### config.mk
export PLATFORM = sky130hd
export DESIGN_NAME = rgb_to_hsl_converter_flat
export DESIGN_NICKNAME = d
export VERILOG_FILES = /design/src/design/rgbhsl_pkg.sv /design/src/design/rgbhsl_rgb_if.sv /design/src/design/rgbhsl_hsl_if.sv /design/src/design/rgb_to_hsl_converter.sv /design/src/flat_wrapper.sv
export SDC_FILE = /design/constraint.sdc
export NUM_CORES = 2
export LEC_CHECK = 0
export BUFFER_PORTS_ARGS = -buffer_cell sky130_fd_sc_hd__buf_2
export CAP_MARGIN = 20
export CORE_MARGIN = 2
export CORE_UTILIZATION = 41
export CTS_BUF_LIST = sky130_fd_sc_hd__clkbuf_8
export DETAILED_ROUTE_END_ITERATION = 10
export PLACE_DENSITY = 0.59
export SYNTH_ARGS = -nofsm -noshare
export SYNTH_HDL_FRONTEND = slang
export SYNTH_SLANG_ARGS = --single-unit
### constraint.sdc
create_clock -name clk -period 107.9 [get_ports clk]
set_clock_uncertainty 0.05 [all_clocks]
set_input_delay 16.185 -clock clk [delete_from_list [all_inputs] [get_ports clk]]
set_output_delay 16.185 -clock clk [all_outputs]
set_load 0.02 [all_outputs]
### src/design/rgbhsl_pkg.sv
`default_nettype none

package rgbhsl_pkg;

    localparam int ChanW    = 8;
    localparam int HueW     = 12;
    localparam int SumW     = ChanW + 1;
    // Hue dividend is 2*num + d with num below 3600*255, so 21 bits.
    localparam int RemW     = 21;
    localparam int DenW     = ChanW + 1;
    localparam int QuoW     = HueW;
    localparam int DivSteps = QuoW;
    localparam int StepIdxW = $clog2(QuoW);
    localparam int AccW     = RemW + 2;
    // First stage, dividend setup stage, one stage per quotient bit, output stage.
    localparam int PipeLat  = DivSteps + 3;

    localparam logic [HueW-1:0]  HueWrap = HueW'(3600);
    localparam logic [ChanW-1:0] ChanMax = '1;

    typedef enum logic [1:0] {
        SECT_RED,
        SECT_GREEN,
        SECT_BLUE
    } sector_t;

    typedef struct packed {
        sector_t                  sector;
        logic                     neg;
        logic [ChanW-1:0]         spread;
        logic [SumW-1:0]          sum;
        logic signed [ChanW:0]    diff;
    } stage1_t;

    typedef struct packed {
        logic [RemW-1:0] rem;
        logic [DenW-1:0] den;
        logic [QuoW-1:0] quo;
    } div_t;

    typedef struct packed {
        logic             gray;
        logic [ChanW-1:0] lum;
        div_t             hue;
        div_t             sat;
    } stage_t;

    typedef struct packed {
        logic [HueW-1:0]  hue;
        logic [ChanW-1:0] sat;
        logic [ChanW-1:0] lum;
    } result_t;

    // One restoring division step that decides quotient bit bit_pos.
    function automatic div_t div_step(div_t cur, logic [StepIdxW-1:0] bit_pos);
        logic [RemW-1:0] trial;
        logic [RemW:0]   delta;
        div_t            res;
        trial = RemW'(cur.den) << bit_pos;
        delta = {1'b0, cur.rem} - {1'b0, trial};
        res   = cur;
        if (!delta[RemW])
        begin
            res.rem          = delta[RemW-1:0];
            res.quo[bit_pos] = 1'b1;
        end
        return res;
    endfunction

endpackage

`default_nettype wire

### src/design/rgbhsl_rgb_if.sv
`default_nettype none

interface rgbhsl_rgb_if;
    logic                           valid;
    logic                           ready;
    logic [rgbhsl_pkg::ChanW-1:0]   red_in;
    logic [rgbhsl_pkg::ChanW-1:0]   green_in;
    logic [rgbhsl_pkg::ChanW-1:0]   blue_in;

    modport source (output valid, output red_in, output green_in, output blue_in,
                    input ready);
    modport sink   (input valid, input red_in, input green_in, input blue_in,
                    output ready);
endinterface

`default_nettype wire

### src/design/rgbhsl_hsl_if.sv
`default_nettype none

interface rgbhsl_hsl_if;
    logic                           valid;
    logic                           ready;
    logic [rgbhsl_pkg::HueW-1:0]    hue_tenths;
    logic [rgbhsl_pkg::ChanW-1:0]   sat_out;
    logic [rgbhsl_pkg::ChanW-1:0]   lum_out;

    modport source (output valid, output hue_tenths, output sat_out, output lum_out,
                    input ready);
    modport sink   (input valid, input hue_tenths, input sat_out, input lum_out,
                    output ready);
endinterface

`default_nettype wire

### src/design/rgb_to_hsl_converter.sv
// RGB to HSL pixel converter.
//
// Channel rgb (sink) takes one pixel item per cycle while hsl is not
// stalled: red_in, green_in and blue_in, each 0..255. Channel hsl (source)
// gives one item per pixel, in order: hue_tenths (0..3599 tenths of a
// degree), sat_out and lum_out (0..255 for 0.0..1.0), all rounded to nearest.
//
// The pipeline takes one pixel per cycle when hsl is not stalled: one
// stage finds max, min and the hue sector, one builds the dividends,
// twelve stages each settle one quotient bit of the hue and saturation
// divisions, and the last stage wraps the hue and registers the result.
//
// When the receiver holds hsl.ready low with a result waiting, the whole
// pipeline freezes and rgb.ready drops in the same cycle; empty slots keep
// moving, so the block keeps taking items until a result reaches the end.
// Reset clears only the valid bits; no pixel in flight survives it.
`default_nettype none

module rgb_to_hsl_converter (
    input  wire logic    clk,
    input  wire logic    rst_n,
    rgbhsl_rgb_if.sink   rgb,
    rgbhsl_hsl_if.source hsl
);
    import rgbhsl_pkg::*;

    logic [PipeLat-1:0] vld_reg;
    logic [PipeLat-1:0] vld_next;
    logic               advance;

    stage1_t s1_reg;
    stage1_t s1_next;
    stage_t  pipe_reg  [DivSteps+1];
    stage_t  pipe_next [DivSteps+1];
    result_t out_reg;
    result_t out_next;

    // The pipeline moves as a whole unless a finished item is held at the end.
    assign advance   = !vld_reg[PipeLat-1] || hsl.ready;
    assign rgb.ready = advance;
    assign vld_next  = {vld_reg[PipeLat-2:0], rgb.valid};

    // Stage 1: max, min, spread and the hue sector.
    always_comb
    begin
        logic [ChanW-1:0] hi;
        logic [ChanW-1:0] lo;
        hi = rgb.red_in;
        lo = rgb.red_in;
        if (rgb.green_in > hi)
            hi = rgb.green_in;
        if (rgb.blue_in > hi)
            hi = rgb.blue_in;
        if (rgb.green_in < lo)
            lo = rgb.green_in;
        if (rgb.blue_in < lo)
            lo = rgb.blue_in;
        s1_next.spread = hi - lo;
        s1_next.sum    = SumW'(hi) + SumW'(lo);
        priority if (hi == rgb.red_in)
        begin
            s1_next.sector = SECT_RED;
            s1_next.diff   = $signed({1'b0, rgb.green_in}) - $signed({1'b0, rgb.blue_in});
        end
        else if (hi == rgb.green_in)
        begin
            s1_next.sector = SECT_GREEN;
            s1_next.diff   = $signed({1'b0, rgb.blue_in}) - $signed({1'b0, rgb.red_in});
        end
        else
        begin
            s1_next.sector = SECT_BLUE;
            s1_next.diff   = $signed({1'b0, rgb.red_in}) - $signed({1'b0, rgb.green_in});
        end
        s1_next.neg = s1_next.diff[ChanW];
    end

    // Stage 2: dividends and divisors for both rounded divisions.
    // round(num / d) is floor((2*num + d) / (2*d)); hue uses num in tenths.
    always_comb
    begin
        logic signed [AccW-1:0] d_ext;
        logic signed [AccW-1:0] diff_ext;
        logic signed [AccW-1:0] base;
        logic signed [AccW-1:0] acc;
        logic [SumW-1:0]        den;
        logic [RemW-1:0]        sat_num;
        d_ext    = $signed(AccW'(s1_reg.spread));
        diff_ext = AccW'(s1_reg.diff);
        unique case (s1_reg.sector)
            SECT_RED:   base = s1_reg.neg ? d_ext * AccW'(7200) : '0;
            SECT_GREEN: base = d_ext * AccW'(2400);
            SECT_BLUE:  base = d_ext * AccW'(4800);
            default:    base = '0;
        endcase
        acc = base + diff_ext * AccW'(1200) + d_ext;

        den = (s1_reg.sum <= SumW'(ChanMax)) ? s1_reg.sum
                                             : SumW'(2 * ChanMax) - s1_reg.sum;
        if (den == '0)
            den = SumW'(1);
        sat_num = RemW'(s1_reg.spread) * RemW'(2 * ChanMax) + RemW'(den);

        pipe_next[0].gray    = (s1_reg.spread == '0);
        pipe_next[0].lum     = ChanW'((s1_reg.sum + SumW'(1)) >> 1);
        pipe_next[0].hue.rem = acc[RemW-1:0];
        pipe_next[0].hue.den = {s1_reg.spread, 1'b0};
        pipe_next[0].hue.quo = '0;
        pipe_next[0].sat.rem = sat_num;
        pipe_next[0].sat.den = {den[ChanW-1:0], 1'b0};
        pipe_next[0].sat.quo = '0;
    end

    // Division stages, most significant quotient bit first.
    for (genvar k = 0; k < DivSteps; k++)
    begin : g_div
        always_comb
        begin
            pipe_next[k+1]     = pipe_reg[k];
            pipe_next[k+1].hue = div_step(pipe_reg[k].hue, StepIdxW'(DivSteps - 1 - k));
            pipe_next[k+1].sat = div_step(pipe_reg[k].sat, StepIdxW'(DivSteps - 1 - k));
        end
    end

    // Output stage: gray pixels force zero hue and saturation.
    always_comb
    begin
        logic [QuoW-1:0] hq;
        logic [QuoW-1:0] sq;
        hq = pipe_reg[DivSteps].hue.quo;
        sq = pipe_reg[DivSteps].sat.quo;
        out_next.lum = pipe_reg[DivSteps].lum;
        if (pipe_reg[DivSteps].gray)
        begin
            out_next.hue = '0;
            out_next.sat = '0;
        end
        else
        begin
            out_next.hue = (hq >= HueWrap) ? hq - HueWrap : hq;
            out_next.sat = (sq > QuoW'(ChanMax)) ? ChanMax : sq[ChanW-1:0];
        end
    end

    always_ff @(posedge clk or negedge rst_n)
    begin
        if (!rst_n)
            vld_reg <= '0;
        else if (advance)
            vld_reg <= vld_next;
    end

    always_ff @(posedge clk)
    begin
        if (advance)
        begin
            s1_reg  <= s1_next;
            out_reg <= out_next;
            for (int i = 0; i <= DivSteps; i++)
                pipe_reg[i] <= pipe_next[i];
        end
    end

    assign hsl.valid      = vld_reg[PipeLat-1];
    assign hsl.hue_tenths = out_reg.hue;
    assign hsl.sat_out    = out_reg.sat;
    assign hsl.lum_out    = out_reg.lum;

    // An empty output stage never blocks the input.
    a_ready_when_empty: assert property (@(posedge clk) disable iff (!rst_n)
        !hsl.valid |-> rgb.ready)
        else $error("input refused while output stage is empty");

    // Hue stays wrapped below a full turn.
    a_hue_range: assert property (@(posedge clk) disable iff (!rst_n)
        hsl.valid |-> (hsl.hue_tenths < HueWrap))
        else $error("hue out of range");

    // Zero saturation only happens for gray pixels, whose hue is zero.
    a_gray_hue: assert property (@(posedge clk) disable iff (!rst_n)
        (hsl.valid && (hsl.sat_out == '0)) |-> (hsl.hue_tenths == '0))
        else $error("zero saturation with nonzero hue");

    // A stalled result moves nothing forward in the pipeline.
    a_stall_freeze: assert property (@(posedge clk) disable iff (!rst_n)
        (hsl.valid && !hsl.ready) |=> $stable(vld_reg))
        else $error("pipeline moved while output stalled");

endmodule

`default_nettype wire
### src/flat_wrapper.sv
// flat-port wrapper written by rule: the top's interface ports become plain ports
module rgb_to_hsl_converter_flat import rgbhsl_pkg::*;
  (clk, rst_n, rgb_valid, rgb_red_in, rgb_green_in, rgb_blue_in, rgb_ready, hsl_valid, hsl_hue_tenths, hsl_sat_out, hsl_lum_out, hsl_ready);
  rgbhsl_rgb_if rgb_i ();
  rgbhsl_hsl_if hsl_i ();
  input  wire logic clk;
  input  wire logic rst_n;
  input wire logic [$bits(rgb_i.valid)-1:0] rgb_valid;
  input wire logic [$bits(rgb_i.red_in)-1:0] rgb_red_in;
  input wire logic [$bits(rgb_i.green_in)-1:0] rgb_green_in;
  input wire logic [$bits(rgb_i.blue_in)-1:0] rgb_blue_in;
  output wire logic [$bits(rgb_i.ready)-1:0] rgb_ready;
  output wire logic [$bits(hsl_i.valid)-1:0] hsl_valid;
  output wire logic [$bits(hsl_i.hue_tenths)-1:0] hsl_hue_tenths;
  output wire logic [$bits(hsl_i.sat_out)-1:0] hsl_sat_out;
  output wire logic [$bits(hsl_i.lum_out)-1:0] hsl_lum_out;
  input wire logic [$bits(hsl_i.ready)-1:0] hsl_ready;
  assign rgb_i.valid = rgb_valid;
  assign rgb_i.red_in = rgb_red_in;
  assign rgb_i.green_in = rgb_green_in;
  assign rgb_i.blue_in = rgb_blue_in;
  assign rgb_ready = rgb_i.ready;
  assign hsl_valid = hsl_i.valid;
  assign hsl_hue_tenths = hsl_i.hue_tenths;
  assign hsl_sat_out = hsl_i.sat_out;
  assign hsl_lum_out = hsl_i.lum_out;
  assign hsl_i.ready = hsl_ready;
  rgb_to_hsl_converter u_core (.clk(clk), .rst_n(rst_n), .rgb(rgb_i), .hsl(hsl_i));
endmodule
=== Word-level counts from Yosys, hierarchy flattened ===
Memory sizes are Yosys's and may differ from the RTL's.
Cells that the tools add are included.

* Reduce and logical (&&, ||, !) cells: 5
* Add/sub/neg operators: 35
* Equality and inequality tests: 4
* Magnitude comparators: 7
* Multipliers: 5
* Multiplexer cells: 63

{| class="wikitable"
|+ Operator list
! kind !! number
|-
| two-way mux 21 bit || 25
|-
| one-hot mux 21 bit (3 select lines) || 1
|-
| subtractor 21 x 10 -> 22 bit || 2
|-
| subtractor 21 x 11 -> 22 bit || 2
|-
| subtractor 21 x 12 -> 22 bit || 2
|-
| subtractor 21 x 13 -> 22 bit || 2
|-
| subtractor 21 x 14 -> 22 bit || 2
|-
| subtractor 21 x 15 -> 22 bit || 2
|-
| subtractor 21 x 16 -> 22 bit || 2
|-
| subtractor 21 x 17 -> 22 bit || 2
|-
| subtractor 21 x 18 -> 22 bit || 2
|-
| subtractor 21 x 19 -> 22 bit || 2
|-
| subtractor 21 x 20 -> 22 bit || 2
|-
| subtractor 21 x 9 -> 22 bit || 2
|-
| two-way mux 8 bit || 5
|-
| two-way mux 9 bit || 4
|-
| multiplier 8 x 8 -> 16 bit, second input constant || 2
|-
| multiplier 8 x 7 -> 15 bit, second input constant || 2
|-
| subtractor 8 x 8 -> 9 bit || 3
|-
| two-way mux 1 bit || 26
|-
| adder 21 bit || 1
|-
| adder 21 x 9 -> 21 bit || 1
|-
| adder 17 x 9 -> 18 bit || 1
|-
| multiplier 9 x 8 -> 17 bit, second input constant || 1
|-
| 20 further kinds || 23
|}

* Memories: 1
* Word-level logic and storage cells: 129
* Register bits: 72
* Output and inout port bits: 30
* Bits of input ports: 28
* Memory bits (writable): 1209

{| class="wikitable"
|+ Memories
! name !! words !! bits a word !! rd ports !! clocked after Yosys merged registers in !! wr ports !! line !! source
|-
| u_core.pipe_reg || 13 || 93 || 13 || 0 || 13 || rgb_to_hsl_converter.sv:33 || <nowiki>stage_t pipe_reg [DivSteps+1];</nowiki>
|}

=== Depth between registers and ports, before layout ===
* Word-level depth: 7
* Gate-level depth with buffers: 28

=== Worst setup path after synthesis ===
No wires, ideal clock.

* Path type: in2out
* Start point: input hsl_ready
* End point: output rgb_ready
* Buffers on the path: 2
* Required time: 91665 ps
* Arrival: 42816 ps
* Setup slack: 48849 ps
* Cell stages on the path: 3
* Cell sequence: nand2b_1 -> clkbuf_1 -> clkbuf_1

* Word-level cells in the longest chain between the ends: 1

{| class="wikitable"
|+ Ends and longest elaborated chain
! what !! line !! source
|-
| start: declaration || flat_wrapper.sv:17 || <nowiki>input wire logic [$bits(hsl_i.ready)-1:0] hsl_ready;</nowiki>
|-
| logical OR 1 bit || rgb_to_hsl_converter.sv:39 || <nowiki>assign advance = !vld_reg[PipeLat-1] || hsl.ready;</nowiki>
|-
| end: declaration || flat_wrapper.sv:12 || <nowiki>output wire logic [$bits(rgb_i.ready)-1:0] rgb_ready;</nowiki>
|}

No other way between the ends.

=== Worst setup path in the final report ===
Ends and elaborated chain as after synthesis.

==> flow_summary.ini <==
[flow_run]
drv_cap = 0

[floorplan]
start_util_pct = 41.2
fp.dieH_um = 356
die-width_um = 356
boundaryPins = 58
core-area_um2 = 123000
rows = 129
die_area_um2 = 127000

[route]
drtPass1Iterations = 5
ant_nets = 0
avgRoutedWirePerCell_um = 13.3
vias_per_cell = 4.81
via_count = 28962
drcViolationCount = 0
first_iter_violations = 1219
drt_wl_total_mm = 80.2

[critical_path]
arrival_ps = 17270
crit_path_end_kind = output pin
critPathMaxStageDelay_ps = 650
crit_chain = buf_2 > nand2b_4 > buf_2
slowest_stage = nand2b_4
worst_path_most_repeated_cell = buf_2
cp_num_buf_inv = 2
cp.required_ps = 91670
path_max_fanout = 68
cp-start-kind = input pin
path_delay_family = simple AND/OR/NAND/NOR gates
path_class = in2out

[finish]
nNetsFinal = 4792
fillers = 11217
final_cell_area_um2 = 56100
layout_common_cells = edfxtp_1 (964), inv_1 (548), ha_1 (423)
syn2layout_area_growth_pct = 10.4
drive_above_1_share_pct = 8.46
largest_reg_flops = 909
final_common_cell = edfxtp_1

[logic_synthesis]
async_reset_ff_share_pct = 1.53
synth_ff_type = edfxtp_1
synth_edf_count = 964
yosysSeqAreaShare_pct = 57.7
syn_area_per_cell_um2 = 12.5
ys_ff_latch = 979
synthesis.area_um2 = 50800
yosysWarningCount = 0
syn_nets = 4593
synth.distinct_cells = 82
syn-instance-count = 4057

[clocking]
cts_sinks = 979
numCtsBuffers = 159
worst_skew_pair.late_latency_ps = 830
post_cts_buffers = 0
cts_root_buf = clkbuf_8
clk_pin_slew_ps = 60
htreeDepth = 4
hold_buffers = 0
clockBufferDepth = 3
cts_tree = built
cts_resized = 0

[placed_design]
portBuffers = 57
place_congestion = 0.833
dpl_cell_area_um2 = 53200
dp_hpwl_mm = 57.7

[sta]
finalSetupTns_ps = 0
rsz0062_at_grt = no
min_period_over_period_pct = 31.1
slew_viol_final = 0
slew-limit-headroom_pct = 27.2
setup_violations = 0
fmax_mhz = 29.8
layout_min_cycle_time_ps = 33510
hold_viol = 0
tightest_slew_ps = 1090

[worst_hold_path]
hold_path.class = reg2reg

[grt]
grt_start_max_net_pins = 88
overflow = 0
grtUsageTotal_pct = 12.9
grt_pass1_vias = 29318
grt_pass1_wl_mm = 136
antenna_found_initial = 1

[outcome]
status = complete, no violations
==> area by class of cell <==
type	count	area, µm²	area share, %
Antenna cell	1	2.50	0.00446
Clock buffer	161	2220	3.95
Clock inverter	129	722	1.29
Inverter	493	1850	3.30
Multi-Input combinational cell	2540	19500	34.7
Sequential cell	979	29300	52.2
Tap cell	1637	2050	3.65
Timing Repair Buffer	83	480	0.856
==> path summary, 6_finish.rpt <==
| kind | start | to | slack, ps | cells after the start |
|---|---|---|---|---|
| worst max register to register | u_core.pipe_next[1175] | u_core.pipe_reg[0][83] | 101750 | 23 |
| max in group asynchronous | rst_n | u_core.vld_reg[10] | 92330 | 1 |
| worst min register to register | u_core.pipe_reg[1][364] | u_core.pipe_reg[2][85] | 340 | 0 |
| worst min-delay path | u_core.pipe_reg[1][364] | u_core.pipe_reg[2][85] | 340 | 0 |
| worst max-delay path | hsl_ready | rgb_ready | 74390 | 3 |
| min in group asynchronous | rst_n | u_core.vld_reg[1] | 15220 | 1 |
==> cell usage after synthesis, drive strengths merged (4+ instances only) <==
cell	instances	area share, %
nor2b	81	1.0
xnor2	174	3.0
or3	18	0.22
xor2	119	2.1
o211ai	5	0.084
or2	14	0.17
mux2i	41	0.81
nor2	333	2.5
nand3	32	0.32
o21a	34	0.50
o31ai	51	0.75
o21bai	22	0.32
o21ai	211	2.1
nand4	12	0.15
a22oi	10	0.15
ha	423	10
nand2b	40	0.50
and3	12	0.15
a211oi	20	0.32
clkbuf	37	0.27
dfrtp	15	0.74
a21o	42	0.62
buf	8	0.094
mux2	56	1.2
o22ai	6	0.074
a311oi	5	0.11
edfxtp	964	57
inv	492	3.6
fa	85	3.3
a21boi	58	0.86
nand2	226	1.7
nand3b	4	0.059
nor4	37	0.46
a2111oi	6	0.10
and2	13	0.16
or4	20	0.30
nor3	86	0.85
a21oi	179	1.8
a31oi	9	0.14
o41ai	11	0.26
==> through the flow <==
| step | util, % | hold WS [ps] | worst slack, ps | std cells |
|---|---|---|---|---|
| floorplan | - | 350 | 48850 | 4057 |
| global placement | 43.1 | 351 | 74350 | 5731 |
| detailed placement | 43.1 | 355 | 74350 | 5731 |
| CTS | 45.5 | 335 | 74350 | 6021 |
| global route | 45.5 | 346 | 74270 | 6023 |
| finish | 45.5 | 345 | 74390 | 6023 |
==> kinds of logic (layout without fill, tap and decap cells) <==
group | Yosys count | in the layout | synth area share [%]
compound gates | 704 | 704 | 8.79
xor+xnor | 293 | 293 | 5.05
fa+ha+maj | 508 | 508 | 13.8
buf+inv | 538 | 866 | 4.01
flops | 979 | 979 | 57.7
mux | 97 | 97 | 2.05
other cells | 1 | 2 | 0.00738
simple gates | 937 | 937 | 8.64
==> worst register-to-register path, stage by stage (launching register included) <==
cell,delay [ps]
edfxtp_1,350
buf_4,220
ha_1,330
ha_1,270
inv_1,50
fa_1,530
inv_1,60
fa_1,460
ha_1,350
or2_2,330
a21o_1,180
a31oi_1,260
o21bai_1,100
a21oi_1,250
xnor2_1,200
a21oi_1,110
nor2_1,160
ha_1,260
ha_1,370
and3_1,170
a211oi_1,370
a21oi_1,140
xnor2_1,210
xnor2_1,100
==> layer usage <==
layer / wire (µm) / global-route usage [%] / up-vias
met2: 41600 / 23.9 / 307
met3: 2580 / 2.74 / 155
li1: - / - / 14953
met4: 2040 / 4.55 / 0
met5: 0 / 0 / -
met1: 34000 / 14.5 / 13547
Power is left out: the tool's default activity adds up to more than one toggle a clock period on the data nets, which glitch-free logic cannot reach.
